$ cat src/vrl_pkg.sv
`timescale 1ns / 1ps
// ============================================================================
// vrl_pkg: shared types and constants of the VSWR / return loss converter
// Fixed-point formats, word kinds and the request/response bundles that
// pass between the sequencer and its arithmetic units.
// ============================================================================
package vrl_pkg;

    // Fixed-point formats.
    localparam int GAMMA_FRAC_BITS = 16;
    localparam int DB_FRAC_BITS    = 8;
    localparam int VSWR_MAX        = 1000;
    localparam int VSWR_FRAC       = 8;

    // Log unit: Q1.30 mantissa, Q.24 log2, Q.52 dB product.
    localparam int LOG_FRAC   = 24;
    localparam int NORM_FRAC  = 30;
    localparam int PROD_FRAC  = 52;
    localparam int PROD_SHIFT = PROD_FRAC - DB_FRAC_BITS;

    // Divider sizes.
    localparam int DIV_NUM_W = 34;
    localparam int DIV_DEN_W = 18;

    localparam logic [16:0] GAMMA_ONE = 17'(1 << GAMMA_FRAC_BITS);
    localparam logic [17:0] VSWR_ONE  = 18'(1 << VSWR_FRAC);
    localparam logic [17:0] VSWR_CAP  = 18'(VSWR_MAX << VSWR_FRAC);
    localparam logic signed [15:0] DB_FLOOR = 16'(-(100 << DB_FRAC_BITS));
    localparam logic [16:0] DB_FLOOR_MAG = 17'(100 << DB_FRAC_BITS);

    // 20*log10(2) in Q.28.
    localparam logic [30:0] LOG_K = 31'd1616142483;
    // Unrounded dB magnitude of the smallest nonzero gamma.
    localparam logic [59:0] MAG_ONE =
        (60'(LOG_K) * 60'(GAMMA_FRAC_BITS)) << LOG_FRAC;
    localparam logic [59:0] DB_HALF = 60'(1) << (PROD_SHIFT - 1);

    // Operation codes on the op field.
    localparam logic [1:0] OP_VSWR  = 2'd0;
    localparam logic [1:0] OP_DB    = 2'd1;
    localparam logic [1:0] OP_GAMMA = 2'd2;

    typedef enum logic [1:0] {
        KIND_INVALID,
        KIND_VSWR,
        KIND_DB,
        KIND_GAMMA
    } kind_t;

    typedef struct packed {
        kind_t       kind;
        logic [17:0] vswr;
        logic [15:0] db;
        logic [16:0] gamma;
    } cmd_t;

    typedef struct packed {
        logic        start;
        logic [16:0] g;
    } log_req_t;

    typedef struct packed {
        logic        done;
        logic [59:0] mag;
    } log_rsp_t;

    typedef struct packed {
        logic                 start;
        logic [DIV_NUM_W-1:0] num;
        logic [DIV_DEN_W-1:0] den;
    } div_req_t;

    typedef struct packed {
        logic                 done;
        logic [DIV_NUM_W-1:0] quo;
    } div_rsp_t;

endpackage

$ cat src/vrl_front.sv
`timescale 1ns / 1ps
// ============================================================================
// vrl_front: input acceptance and classification
// Checks the given quantity against its legal range and forms a queue word.
// ============================================================================
module vrl_front (
    input  logic               start,
    input  logic [1:0]         op,
    input  logic [17:0]        vswr_in,
    input  logic signed [15:0] s11_db_in,
    input  logic signed [17:0] gamma_in,
    input  logic               full,
    output logic               busy,
    output logic               push,
    output vrl_pkg::cmd_t      cmd
);
    import vrl_pkg::*;

    // The queue being full is the only reason to hold off a new word.
    assign busy = full;
    assign push = start && !full;

    // Range checks select the word kind.
    always_comb
    begin
        cmd.vswr  = vswr_in;
        cmd.db    = s11_db_in;
        cmd.gamma = gamma_in[16:0];
        unique case (op)
            OP_VSWR:
                cmd.kind = (vswr_in >= VSWR_ONE && vswr_in <= VSWR_CAP) ?
                           KIND_VSWR : KIND_INVALID;
            OP_DB:
                cmd.kind = (s11_db_in <= 16'sd0 && s11_db_in >= DB_FLOOR) ?
                           KIND_DB : KIND_INVALID;
            OP_GAMMA:
                cmd.kind = (!gamma_in[17] && gamma_in[16:0] <= GAMMA_ONE) ?
                           KIND_GAMMA : KIND_INVALID;
            default:
                cmd.kind = KIND_INVALID;
        endcase
    end

endmodule

$ cat src/vrl_queue.sv
`timescale 1ns / 1ps
// ============================================================================
// vrl_queue: two-word queue between front and back
// Lets the front take a new word while the back is still working.
// ============================================================================
module vrl_queue (
    input  logic          clk,
    input  logic          rst_n,
    input  logic          push,
    input  vrl_pkg::cmd_t push_cmd,
    input  logic          pop,
    output vrl_pkg::cmd_t head,
    output logic          full,
    output logic          empty
);
    import vrl_pkg::*;

    cmd_t       mem_reg [2];
    logic       wr_ptr_reg;
    logic       rd_ptr_reg;
    logic [1:0] count_reg;

    assign full  = (count_reg == 2'd2);
    assign empty = (count_reg == 2'd0);
    assign head  = mem_reg[rd_ptr_reg];

    // Storage needs no reset.
    always_ff @(posedge clk)
    begin
        if (push)
        begin
            mem_reg[wr_ptr_reg] <= push_cmd;
        end
    end

    // Pointers and fill count.
    always_ff @(posedge clk or negedge rst_n)
    begin
        if (!rst_n)
        begin
            wr_ptr_reg <= 1'b0;
            rd_ptr_reg <= 1'b0;
            count_reg  <= 2'd0;
        end
        else
        begin
            if (push)
            begin
                wr_ptr_reg <= !wr_ptr_reg;
            end
            if (pop)
            begin
                rd_ptr_reg <= !rd_ptr_reg;
            end
            count_reg <= count_reg + {1'b0, push} - {1'b0, pop};
        end
    end

endmodule

$ cat src/vrl_log.sv
`timescale 1ns / 1ps
// ============================================================================
// vrl_log: sequential dB magnitude unit
// Forms |log2(g)| by one squaring per cycle, then scales it to dB in Q.52.
// ============================================================================
module vrl_log (
    input  logic              clk,
    input  logic              rst_n,
    input  vrl_pkg::log_req_t req,
    output vrl_pkg::log_rsp_t rsp
);
    import vrl_pkg::*;

    typedef enum logic [1:0] {L_IDLE, L_ITER, L_FIN, L_MUL} lstate_t;

    lstate_t              state_reg;
    logic [30:0]          x_reg;
    logic [LOG_FRAC-1:0]  frac_reg;
    logic [4:0]           p_reg;
    logic [4:0]           cnt_reg;
    logic [28:0]          lmag_reg;
    logic [59:0]          mag_reg;
    logic                 done_reg;

    logic [4:0]  p_c;
    logic [61:0] sq_c;
    logic [59:0] prod_c;

    // Position of the leading one of gamma.
    always_comb
    begin
        p_c = 5'd0;
        for (int i = 0; i < 17; i++)
        begin
            if (req.g[i])
            begin
                p_c = 5'(i);
            end
        end
    end

    assign sq_c   = 62'(x_reg) * 62'(x_reg);
    assign prod_c = 60'(lmag_reg) * 60'(LOG_K);

    assign rsp.done = done_reg;
    assign rsp.mag  = mag_reg;

    // Normalize, square 24 times, subtract, scale.
    always_ff @(posedge clk or negedge rst_n)
    begin
        if (!rst_n)
        begin
            state_reg <= L_IDLE;
            x_reg     <= '0;
            frac_reg  <= '0;
            p_reg     <= '0;
            cnt_reg   <= '0;
            lmag_reg  <= '0;
            mag_reg   <= '0;
            done_reg  <= 1'b0;
        end
        else
        begin
            done_reg <= 1'b0;
            unique case (state_reg)
                L_IDLE:
                begin
                    if (req.start)
                    begin
                        x_reg     <= 31'(req.g) << (5'(NORM_FRAC) - p_c);
                        p_reg     <= p_c;
                        frac_reg  <= '0;
                        cnt_reg   <= '0;
                        state_reg <= L_ITER;
                    end
                end
                L_ITER:
                begin
                    // A square at or above two gives a one bit and is halved.
                    if (sq_c[61])
                    begin
                        x_reg <= sq_c[61:31];
                    end
                    else
                    begin
                        x_reg <= sq_c[60:30];
                    end
                    frac_reg <= {frac_reg[LOG_FRAC-2:0], sq_c[61]};
                    cnt_reg  <= cnt_reg + 5'd1;
                    if (cnt_reg == 5'(LOG_FRAC - 1))
                    begin
                        state_reg <= L_FIN;
                    end
                end
                L_FIN:
                begin
                    lmag_reg  <= {5'(GAMMA_FRAC_BITS) - p_reg, {LOG_FRAC{1'b0}}}
                                 - {5'd0, frac_reg};
                    state_reg <= L_MUL;
                end
                L_MUL:
                begin
                    mag_reg   <= prod_c;
                    done_reg  <= 1'b1;
                    state_reg <= L_IDLE;
                end
                default:
                begin
                    state_reg <= L_IDLE;
                end
            endcase
        end
    end

endmodule

$ cat src/vrl_div.sv
`timescale 1ns / 1ps
// ============================================================================
// vrl_div: bit-serial restoring divider
// Produces one quotient bit per cycle for an unsigned 34 by 18 bit division.
// ============================================================================
module vrl_div (
    input  logic              clk,
    input  logic              rst_n,
    input  vrl_pkg::div_req_t req,
    output vrl_pkg::div_rsp_t rsp
);
    import vrl_pkg::*;

    typedef enum logic {D_IDLE, D_RUN} dstate_t;

    dstate_t              state_reg;
    logic [DIV_NUM_W-1:0] num_reg;
    logic [DIV_NUM_W-1:0] quo_reg;
    logic [DIV_DEN_W-1:0] den_reg;
    logic [DIV_DEN_W-1:0] rem_reg;
    logic [5:0]           cnt_reg;
    logic                 done_reg;

    logic [DIV_DEN_W:0] trial_c;
    logic               fit_c;

    assign trial_c = {rem_reg, num_reg[DIV_NUM_W-1]};
    assign fit_c   = (trial_c >= {1'b0, den_reg});

    assign rsp.done = done_reg;
    assign rsp.quo  = quo_reg;

    // One subtract-and-compare step per cycle.
    always_ff @(posedge clk or negedge rst_n)
    begin
        if (!rst_n)
        begin
            state_reg <= D_IDLE;
            num_reg   <= '0;
            quo_reg   <= '0;
            den_reg   <= '0;
            rem_reg   <= '0;
            cnt_reg   <= '0;
            done_reg  <= 1'b0;
        end
        else
        begin
            done_reg <= 1'b0;
            unique case (state_reg)
                D_IDLE:
                begin
                    if (req.start)
                    begin
                        num_reg   <= req.num;
                        den_reg   <= req.den;
                        rem_reg   <= '0;
                        quo_reg   <= '0;
                        cnt_reg   <= '0;
                        state_reg <= D_RUN;
                    end
                end
                D_RUN:
                begin
                    if (fit_c)
                    begin
                        rem_reg <= DIV_DEN_W'(trial_c - {1'b0, den_reg});
                    end
                    else
                    begin
                        rem_reg <= trial_c[DIV_DEN_W-1:0];
                    end
                    quo_reg <= {quo_reg[DIV_NUM_W-2:0], fit_c};
                    num_reg <= {num_reg[DIV_NUM_W-2:0], 1'b0};
                    cnt_reg <= cnt_reg + 6'd1;
                    if (cnt_reg == 6'(DIV_NUM_W - 1))
                    begin
                        done_reg  <= 1'b1;
                        state_reg <= D_IDLE;
                    end
                end
                default:
                begin
                    state_reg <= D_IDLE;
                end
            endcase
        end
    end

endmodule

$ cat src/vrl_back.sv
`timescale 1ns / 1ps
// ============================================================================
// vrl_back: conversion sequencer
// Takes queue words and drives the divider and the log unit to derive the
// two missing quantities, then presents the result word for one cycle.
// ============================================================================
module vrl_back (
    input  logic               clk,
    input  logic               rst_n,
    input  logic               empty,
    input  vrl_pkg::cmd_t      head,
    output logic               pop,
    output logic               done,
    output logic [16:0]        gamma_out,
    output logic signed [15:0] s11_db_out,
    output logic [17:0]        vswr_out,
    output logic               input_invalid,
    output logic               db_minus_infinite,
    output logic               vswr_infinite,
    output logic               vswr_saturated
);
    import vrl_pkg::*;

    typedef enum logic [3:0] {
        S_IDLE, S_DIVG_GO, S_DIVG, S_SRCH, S_SRCH_W, S_FINE_W,
        S_POST, S_DB_W, S_VS_W, S_EMIT
    } state_t;

    state_t      state_reg, state_next;
    logic [16:0] g_reg, g_next;
    logic [15:0] db_reg, db_next;
    logic [17:0] vo_reg, vo_next;
    logic        inv_reg, inv_next;
    logic        minf_reg, minf_next;
    logic        vinf_reg, vinf_next;
    logic        vsat_reg, vsat_next;
    logic        need_db_reg, need_db_next;
    logic        need_vs_reg, need_vs_next;
    logic [59:0] target_reg, target_next;
    logic [16:0] lo_reg, lo_next;
    logic [16:0] hi_reg, hi_next;
    logic [16:0] mid_reg, mid_next;
    logic [59:0] lomag_reg, lomag_next;
    logic        done_reg, done_next;
    logic [16:0] gout_reg, gout_next;
    logic [15:0] dbout_reg, dbout_next;
    logic [17:0] vout_reg, vout_next;
    logic        oinv_reg, oinv_next;
    logic        ominf_reg, ominf_next;
    logic        ovinf_reg, ovinf_next;
    logic        ovsat_reg, ovsat_next;

    log_req_t log_req;
    log_rsp_t log_rsp;
    div_req_t div_req;
    div_rsp_t div_rsp;

    logic [15:0]             dbmag_c;
    logic [59:0]             target_c;
    logic [16:0]             span_c;
    logic [16:0]             mid_c;
    logic [16:0]             lo_inc_c;
    logic [60:0]             rnd_c;
    logic [60-PROD_SHIFT:0]  m_c;
    logic [59:0]             dlo_c;
    logic [59:0]             dhi_c;
    logic [17:0]             vden_c;
    logic [17:0]             gden_c;

    vrl_log u_log (
        .clk   (clk),
        .rst_n (rst_n),
        .req   (log_req),
        .rsp   (log_rsp)
    );

    vrl_div u_div (
        .clk   (clk),
        .rst_n (rst_n),
        .req   (div_req),
        .rsp   (div_rsp)
    );

    // Datapath helpers.
    assign dbmag_c  = 16'd0 - head.db;
    assign target_c = 60'(dbmag_c) << PROD_SHIFT;
    assign span_c   = hi_reg - lo_reg + 17'd1;
    assign mid_c    = lo_reg + (span_c >> 1);
    assign lo_inc_c = lo_reg + 17'd1;
    assign rnd_c    = 61'(log_rsp.mag) + 61'(DB_HALF);
    assign m_c      = rnd_c[60:PROD_SHIFT];
    assign dlo_c    = lomag_reg - target_reg;
    assign dhi_c    = target_reg - log_rsp.mag;
    assign vden_c   = vo_reg + VSWR_ONE;
    assign gden_c   = 18'(GAMMA_ONE - g_reg);

    assign pop = (state_reg == S_IDLE) && !empty;

    // Sequencer next-state and unit requests.
    always_comb
    begin
        state_next   = state_reg;
        g_next       = g_reg;
        db_next      = db_reg;
        vo_next      = vo_reg;
        inv_next     = inv_reg;
        minf_next    = minf_reg;
        vinf_next    = vinf_reg;
        vsat_next    = vsat_reg;
        need_db_next = need_db_reg;
        need_vs_next = need_vs_reg;
        target_next  = target_reg;
        lo_next      = lo_reg;
        hi_next      = hi_reg;
        mid_next     = mid_reg;
        lomag_next   = lomag_reg;
        done_next    = 1'b0;
        gout_next    = gout_reg;
        dbout_next   = dbout_reg;
        vout_next    = vout_reg;
        oinv_next    = oinv_reg;
        ominf_next   = ominf_reg;
        ovinf_next   = ovinf_reg;
        ovsat_next   = ovsat_reg;
        log_req.start = 1'b0;
        log_req.g     = g_reg;
        div_req.start = 1'b0;
        div_req.num   = ((DIV_NUM_W'(GAMMA_ONE) + DIV_NUM_W'(g_reg)) << VSWR_FRAC)
                        + DIV_NUM_W'(gden_c >> 1);
        div_req.den   = gden_c;

        unique case (state_reg)
            S_IDLE:
            begin
                if (!empty)
                begin
                    g_next    = '0;
                    db_next   = '0;
                    vo_next   = '0;
                    inv_next  = 1'b0;
                    minf_next = 1'b0;
                    vinf_next = 1'b0;
                    vsat_next = 1'b0;
                    unique case (head.kind)
                        KIND_INVALID:
                        begin
                            inv_next   = 1'b1;
                            state_next = S_EMIT;
                        end
                        KIND_VSWR:
                        begin
                            vo_next      = head.vswr;
                            need_db_next = 1'b1;
                            need_vs_next = 1'b0;
                            state_next   = S_DIVG_GO;
                        end
                        KIND_DB:
                        begin
                            db_next      = head.db;
                            need_db_next = 1'b0;
                            need_vs_next = 1'b1;
                            target_next  = target_c;
                            // Below the smallest gamma the answer is one step.
                            if (MAG_ONE < target_c)
                            begin
                                g_next     = 17'd1;
                                state_next = S_POST;
                            end
                            else
                            begin
                                lo_next    = 17'd1;
                                hi_next    = GAMMA_ONE;
                                lomag_next = MAG_ONE;
                                state_next = S_SRCH;
                            end
                        end
                        KIND_GAMMA:
                        begin
                            g_next       = head.gamma;
                            need_db_next = 1'b1;
                            need_vs_next = 1'b1;
                            state_next   = S_POST;
                        end
                        default:
                        begin
                            state_next = S_IDLE;
                        end
                    endcase
                end
            end
            S_DIVG_GO:
            begin
                // Rounded gamma from VSWR.
                div_req.start = 1'b1;
                div_req.num   = (DIV_NUM_W'(vo_reg - VSWR_ONE) << GAMMA_FRAC_BITS)
                                + DIV_NUM_W'(vden_c >> 1);
                div_req.den   = vden_c;
                state_next    = S_DIVG;
            end
            S_DIVG:
            begin
                if (div_rsp.done)
                begin
                    g_next     = div_rsp.quo[16:0];
                    state_next = S_POST;
                end
            end
            S_SRCH:
            begin
                // Binary search for the largest gamma whose magnitude is still at or above target.
                if (lo_reg < hi_reg)
                begin
                    log_req.start = 1'b1;
                    log_req.g     = mid_c;
                    mid_next      = mid_c;
                    state_next    = S_SRCH_W;
                end
                else if (lo_reg < GAMMA_ONE)
                begin
                    log_req.start = 1'b1;
                    log_req.g     = lo_inc_c;
                    state_next    = S_FINE_W;
                end
                else
                begin
                    g_next     = lo_reg;
                    state_next = S_POST;
                end
            end
            S_SRCH_W:
            begin
                if (log_rsp.done)
                begin
                    if (log_rsp.mag >= target_reg)
                    begin
                        lo_next    = mid_reg;
                        lomag_next = log_rsp.mag;
                    end
                    else
                    begin
                        hi_next = mid_reg - 17'd1;
                    end
                    state_next = S_SRCH;
                end
            end
            S_FINE_W:
            begin
                // Pick the nearer neighbor; a tie keeps the smaller gamma.
                if (log_rsp.done)
                begin
                    g_next     = (dhi_c < dlo_c) ? lo_inc_c : lo_reg;
                    state_next = S_POST;
                end
            end
            S_POST:
            begin
                if (need_db_reg)
                begin
                    if (g_reg == 17'd0)
                    begin
                        minf_next    = 1'b1;
                        db_next      = DB_FLOOR;
                        need_db_next = 1'b0;
                    end
                    else
                    begin
                        log_req.start = 1'b1;
                        log_req.g     = g_reg;
                        state_next    = S_DB_W;
                    end
                end
                else if (need_vs_reg)
                begin
                    if (g_reg >= GAMMA_ONE)
                    begin
                        vinf_next  = 1'b1;
                        vo_next    = VSWR_CAP;
                        state_next = S_EMIT;
                    end
                    else
                    begin
                        div_req.start = 1'b1;
                        state_next    = S_VS_W;
                    end
                end
                else
                begin
                    state_next = S_EMIT;
                end
            end
            S_DB_W:
            begin
                if (log_rsp.done)
                begin
                    if (m_c > DB_FLOOR_MAG)
                    begin
                        db_next = DB_FLOOR;
                    end
                    else
                    begin
                        db_next = 16'(17'd0 - m_c);
                    end
                    need_db_next = 1'b0;
                    state_next   = S_POST;
                end
            end
            S_VS_W:
            begin
                if (div_rsp.done)
                begin
                    if (div_rsp.quo > DIV_NUM_W'(VSWR_CAP))
                    begin
                        vsat_next = 1'b1;
                        vo_next   = VSWR_CAP;
                    end
                    else
                    begin
                        vo_next = div_rsp.quo[17:0];
                    end
                    state_next = S_EMIT;
                end
            end
            S_EMIT:
            begin
                done_next  = 1'b1;
                gout_next  = g_reg;
                dbout_next = db_reg;
                vout_next  = vo_reg;
                oinv_next  = inv_reg;
                ominf_next = minf_reg;
                ovinf_next = vinf_reg;
                ovsat_next = vsat_reg;
                state_next = S_IDLE;
            end
            default:
            begin
                state_next = S_IDLE;
            end
        endcase
    end

    // State and registered outputs.
    always_ff @(posedge clk or negedge rst_n)
    begin
        if (!rst_n)
        begin
            state_reg   <= S_IDLE;
            g_reg       <= '0;
            db_reg      <= '0;
            vo_reg      <= '0;
            inv_reg     <= 1'b0;
            minf_reg    <= 1'b0;
            vinf_reg    <= 1'b0;
            vsat_reg    <= 1'b0;
            need_db_reg <= 1'b0;
            need_vs_reg <= 1'b0;
            target_reg  <= '0;
            lo_reg      <= '0;
            hi_reg      <= '0;
            mid_reg     <= '0;
            lomag_reg   <= '0;
            done_reg    <= 1'b0;
            gout_reg    <= '0;
            dbout_reg   <= '0;
            vout_reg    <= '0;
            oinv_reg    <= 1'b0;
            ominf_reg   <= 1'b0;
            ovinf_reg   <= 1'b0;
            ovsat_reg   <= 1'b0;
        end
        else
        begin
            state_reg   <= state_next;
            g_reg       <= g_next;
            db_reg      <= db_next;
            vo_reg      <= vo_next;
            inv_reg     <= inv_next;
            minf_reg    <= minf_next;
            vinf_reg    <= vinf_next;
            vsat_reg    <= vsat_next;
            need_db_reg <= need_db_next;
            need_vs_reg <= need_vs_next;
            target_reg  <= target_next;
            lo_reg      <= lo_next;
            hi_reg      <= hi_next;
            mid_reg     <= mid_next;
            lomag_reg   <= lomag_next;
            done_reg    <= done_next;
            gout_reg    <= gout_next;
            dbout_reg   <= dbout_next;
            vout_reg    <= vout_next;
            oinv_reg    <= oinv_next;
            ominf_reg   <= ominf_next;
            ovinf_reg   <= ovinf_next;
            ovsat_reg   <= ovsat_next;
        end
    end

    assign done              = done_reg;
    assign gamma_out         = gout_reg;
    assign s11_db_out        = dbout_reg;
    assign vswr_out          = vout_reg;
    assign input_invalid     = oinv_reg;
    assign db_minus_infinite = ominf_reg;
    assign vswr_infinite     = ovinf_reg;
    assign vswr_saturated    = ovsat_reg;

endmodule

$ cat src/vswr_return_loss_converter.sv
`timescale 1ns / 1ps
// ============================================================================
// vswr_return_loss_converter: VSWR / S11 dB / gamma conversion
// Given one reflection quantity, derives the other two in fixed point.
// ============================================================================
// Usage:
//   A word is taken at a rising edge with start high and busy low; op picks
//   the given quantity (VSWR, S11 dB or gamma) from its own input port.
//   Each result word appears for exactly one cycle with done high; the
//   receiver cannot stall, so results are never held back.
//   A two-word queue sits behind the input, so new words are taken while a
//   conversion runs; busy is high only while that queue is full.
//   An invalid word goes straight to the result stage. VSWR or gamma given
//   runs the bit-serial divider and the log unit (one squaring per cycle)
//   at most once each. S11 dB given runs a binary search over gamma with
//   one log evaluation per step, up to 17 evaluations and one division.
//   Words are processed one at a time, in order, so the throughput is one
//   word per conversion time.
//   Reset clears the queue and the sequencer; done stays low until the
//   first result.
// ============================================================================
module vswr_return_loss_converter (
    input  logic               clk,
    input  logic               rst_n,
    input  logic               start,
    output logic               busy,
    input  logic [1:0]         op,
    input  logic [17:0]        vswr_in,
    input  logic signed [15:0] s11_db_in,
    input  logic signed [17:0] gamma_in,
    output logic               done,
    output logic [16:0]        gamma_out,
    output logic signed [15:0] s11_db_out,
    output logic [17:0]        vswr_out,
    output logic               input_invalid,
    output logic               db_minus_infinite,
    output logic               vswr_infinite,
    output logic               vswr_saturated
);
    import vrl_pkg::*;

    cmd_t push_cmd;
    cmd_t head;
    logic push;
    logic pop;
    logic full;
    logic empty;

    vrl_front u_front (
        .start     (start),
        .op        (op),
        .vswr_in   (vswr_in),
        .s11_db_in (s11_db_in),
        .gamma_in  (gamma_in),
        .full      (full),
        .busy      (busy),
        .push      (push),
        .cmd       (push_cmd)
    );

    vrl_queue u_queue (
        .clk      (clk),
        .rst_n    (rst_n),
        .push     (push),
        .push_cmd (push_cmd),
        .pop      (pop),
        .head     (head),
        .full     (full),
        .empty    (empty)
    );

    vrl_back u_back (
        .clk               (clk),
        .rst_n             (rst_n),
        .empty             (empty),
        .head              (head),
        .pop               (pop),
        .done              (done),
        .gamma_out         (gamma_out),
        .s11_db_out        (s11_db_out),
        .vswr_out          (vswr_out),
        .input_invalid     (input_invalid),
        .db_minus_infinite (db_minus_infinite),
        .vswr_infinite     (vswr_infinite),
        .vswr_saturated    (vswr_saturated)
    );

endmodule
$ cat config.mk
export PLATFORM = sky130hd
export DESIGN_NAME = vswr_return_loss_converter
export DESIGN_NICKNAME = d
export VERILOG_FILES = /design/src/vrl_pkg.sv /design/src/vrl_front.sv /design/src/vrl_queue.sv /design/src/vrl_log.sv /design/src/vrl_div.sv /design/src/vrl_back.sv /design/src/vswr_return_loss_converter.sv
export SDC_FILE = /design/constraint.sdc
export NUM_CORES = 2
export LEC_CHECK = 0
export BUFFER_PORTS_ARGS = -buffer_cell sky130_fd_sc_hd__buf_2
export CORE_MARGIN = 2
export CORE_UTILIZATION = 35
export DETAILED_ROUTE_END_ITERATION = 7
export SLEW_MARGIN = 15
export SYNTH_ARGS = -nofsm -noshare
export SYNTH_HDL_FRONTEND = slang
export SYNTH_HIERARCHICAL = 1
export SYNTH_SLANG_ARGS = --single-unit
$ cat constraint.sdc
create_clock -name clk -period 11.7 [get_ports clk]
set_input_delay 1.17 -clock clk [delete_from_list [all_inputs] [get_ports clk]]
set_output_delay 1.17 -clock clk [all_outputs]
set_load 0.03 [all_outputs]
==> metrics.md <==
| Metric | Value |
|---|---|
| Hold Crit Class | in -> async |
| Iter 0 DRT Violations | between 4k and 5k |
| Number of setup buffers added after CTS | 0 |
| Number of port buffers | 113 |
| Final Cell Area | roughly 84000 sq um |
| WL met1 | between 90000 and 100000 microns |
| Core ar. | 222000 sq um |
| Worst-skew pair later-pin latency | between 700 and 800 ps |
| Sequential area share after synthesis | roughly a fifth |
| Antenna violations before repair | 2 |
| CTS tree | done |
| Number of synthesized register bits | 623 |
| Hold Violations, Final | 0 |
| Critical Path Start Type | flop |
| Min Tclk post-route | around 10000 ps |
| Die Width | around 480 microns |
| Highest metal used | met4 |
| Setup TNS | 0 ps |
| CTS root buf | clkbuf_16 |
| Final Cycle Share | roughly 86% |
| Met2 WL post-DR | 111000 microns |
| Routed WL | 227000 microns |
| Final #Nets | around 10k |
| Syn Area/Cell | ~9.5 sq um |
| First-pass GRT wire length | about 360000 microns |
| DR DRC count | 0 |
| FP Rows | approximately 170 |
| Type of the worst setup path | reg -> reg |
| Global route overflow | 0 |
| Yosys top cell area share | ~24% |
| Cells after synthesis | a little over 8k |
| Via Count | roughly 58k |
| DR pass1 iterations | 6 |
| CTS Buf Count | 79 |
| Commonest register cell after synthesis | dfrtp_1 |
| Slew margin rel. | 19.1% |
| Dpl ws | between 1500 and 2000 ps |
| Synth warn | 6 |
| Number of fill cells | 22.4k |
| Initial Utilization | 35.2% |
| Final setup viols | 0 |
| EDFF count, synth | between 100 and 150 |
| Worst slew pin tran | between 1000 and 1500 ps |
| Register Area | roughly 16000 sq um |
| Cell Area, Synth | 78100 sq um |
| WL/cell | approximately 20 microns |
| Maximum clock frequency | between 0.09 and 0.1 GHz |
| Synth area leader | fa_1 |
| Pin count of the biggest net entering global routing | between 150 and 200 |
| Synth unique cells | between 100 and 150 |
| GPL Wtd Cong | 0.932 |
| Dpl hpwl | around 180000 microns |
| Cts repair resizes | 0 |
| Arr. time, crit path | 10680 ps |
| Synth async-reset ratio | 83.0% |
| Final WS setup | 1650 ps |
| Hold Buf Count CTS | 0 |
| CTS sink count | 623 |
| Crit. End Element | flop |
| Outcome | finished clean |
| Boundary Pins | 114 |
| R2R Setup Slk | approximately 1600 ps |
| Global Route Usage Sum | between 10% and 20% |
| Deepest clock path buffer count | 3 |
| Worst-path clk slew | 60 ps |
| Final Slew Violations | 0 |
| Area contributors post-synth | fa_1 (24%), dfrtp_1 (17%), ha_1 (14%) |
| RSZ-0062 raised after global routing | false |
| Drt via density | between 5 and 6 |
| DIE HEIGHT | 476 microns |
| Placed cell area | between 80000 and 90000 sq um |
| Final setup skew | 47.5 ps |
| Die area | between 200000 and 250000 sq um |
| Multi-input combinational cell area | approximately 54000 sq um |
| Met3 routed WL | between 10000 and 15000 microns |
| Layout overhead on the synthesized area | 7.49% |
| Htree depth | 3 |
| Worst EP required | ~12000 ps |
| Number of global-route vias before repair | around 60k |
| Final ANT Viol Nets | 0 |
| Max reg flops | roughly 110 |
| Post-Syn Nets | 10.1k |
| Maximum fanout along the worst path | 29 |
| Total of max-cap violations | 0 |
| Share of cells above drive strength 1 | under 10% |
cells by family (layout without fill, tap and decap cells):
kind of cell,after synthesis,count (layout),share of synthesized area (%)
other,0,1,0
buffers and inverters,1934,1896,9.84
and+or+nand+nor,1868,1868,11.6
AOI/OAI and AO/OA,1287,1287,10.9
DFF,623,623,20.6
xor gates and xnor gates,387,387,4.36
muxes,305,305,4.46
adders and majority gates,1810,1810,38.2
worst max-delay path, cell delays in order (launching register included):
cell and delay (ps):
dfrtp_2 920, inv_1 340, nor2_1 310, fa_1 490
fa_1 460, fa_1 550, inv_1 60, fa_1 540
inv_1 60, fa_1 520, fa_1 440, fa_1 540
inv_1 50, fa_1 520, inv_1 40, ha_1 340
nand4_1 160, nor3_1 330, and2_1 180, a211o_1 390
a21oi_2 180, o31ai_2 540, a311o_1 290, and3_1 850
buf_4 320, mux2i_1 220, nand4_1 110, a22oi_1 180
path summary, 6_finish.rpt:
kind                            cells past startpoint               startpoint                       to
worst max register to register                     27   u_back/u_log/x_reg[14]   u_back/u_log/x_reg[28]
worst max-delay path                               27   u_back/u_log/x_reg[14]   u_back/u_log/x_reg[28]
worst min-delay path                                1                    rst_n    u_back/target_reg[54]
worst min register to register                      1  u_back/u_div/cnt_reg[5]  u_back/u_div/cnt_reg[5]
min in group clk                                    1  u_back/u_div/cnt_reg[5]  u_back/u_div/cnt_reg[5]
max in group asynchronous                           3                    rst_n  u_back/u_div/rem_reg[2]
cells in the mapped netlist (37+ instances only):
cell type,count
inv_1,1550
fa_1,955
ha_1,855
nand2_1,692
dfrtp_1,517
nor2_1,342
a21oi_1,322
o21ai_0,289
clkbuf_1,263
xnor2_1,260
and2_1,202
mux2_2,145
xor2_1,126
mux2i_1,111
a21o_1,106
edfxtp_1,106
nor3_1,96
nand3_1,92
a22o_1,88
nand2b_1,83
nand4_1,61
buf_4,59
nor4_1,55
a31oi_1,53
mux2_4,49
nor2b_1,48
and3_1,45
a211oi_1,42
o22ai_1,40
a22oi_1,37
stage by stage:
step	std cells	hold slack (ps)	util [%]
2_1_floorplan	8214	441	-
3_3_place_gp	11000	460	36.6
3_5_place_dp	11000	472	36.6
4_1_cts	11200	394	37.8
5_1_grt	11200	453	37.8
6_report	11200	423	37.8
metal layers:
layer	global-route usage, %	vias to the layer above
li1	-	26600
met1	25.7	29400
met2	34.2	1499
met3	2.43	391
met4	7.59	0
met5	0	-
layout make-up:
type | count | area share, %
clock buffers | 105 | 2.58
well taps | 2975 | 4.44
flip-flops and latches | 623 | 19.2
diodes | 1 | 0.00298
inverters | 1555 | 6.96
multi-input cells | 5657 | 64.8
repair buffers | 195 | 1.45
clock inverters | 41 | 0.586
placed cells by master (no fill, tap or decap), drive strengths merged, types with 37 or more instances in the layout:
| cell | Yosys | routed |
|---|---|---|
| nand4 | 61 | 61 |
| mux2i | 111 | 111 |
| o22ai | 40 | 40 |
| a211oi | 43 | 43 |
| buf | 116 | 195 |
| nand2 | 693 | 693 |
| nor4 | 57 | 57 |
| a21oi | 323 | 323 |
| and2 | 202 | 202 |
| a22o | 91 | 91 |
| a22oi | 37 | 37 |
| dfrtp | 517 | 517 |
| o21ai | 299 | 299 |
| ha | 855 | 855 |
| edfxtp | 106 | 106 |
| nand3 | 92 | 92 |
| nand2b | 84 | 84 |
| nor2 | 343 | 343 |
| clkbuf | 263 | 105 |
| inv | 1551 | 1558 |
| nor3 | 96 | 96 |
| nor2b | 48 | 48 |
| xor2 | 126 | 126 |
| a31oi | 53 | 53 |
| xnor2 | 260 | 260 |
| and3 | 46 | 46 |
| fa | 955 | 955 |
| mux2 | 194 | 194 |
| a21o | 106 | 106 |
Power is not shown: default switching activity piles up to over one toggle a cycle in this logic, so the estimate is an artifact.
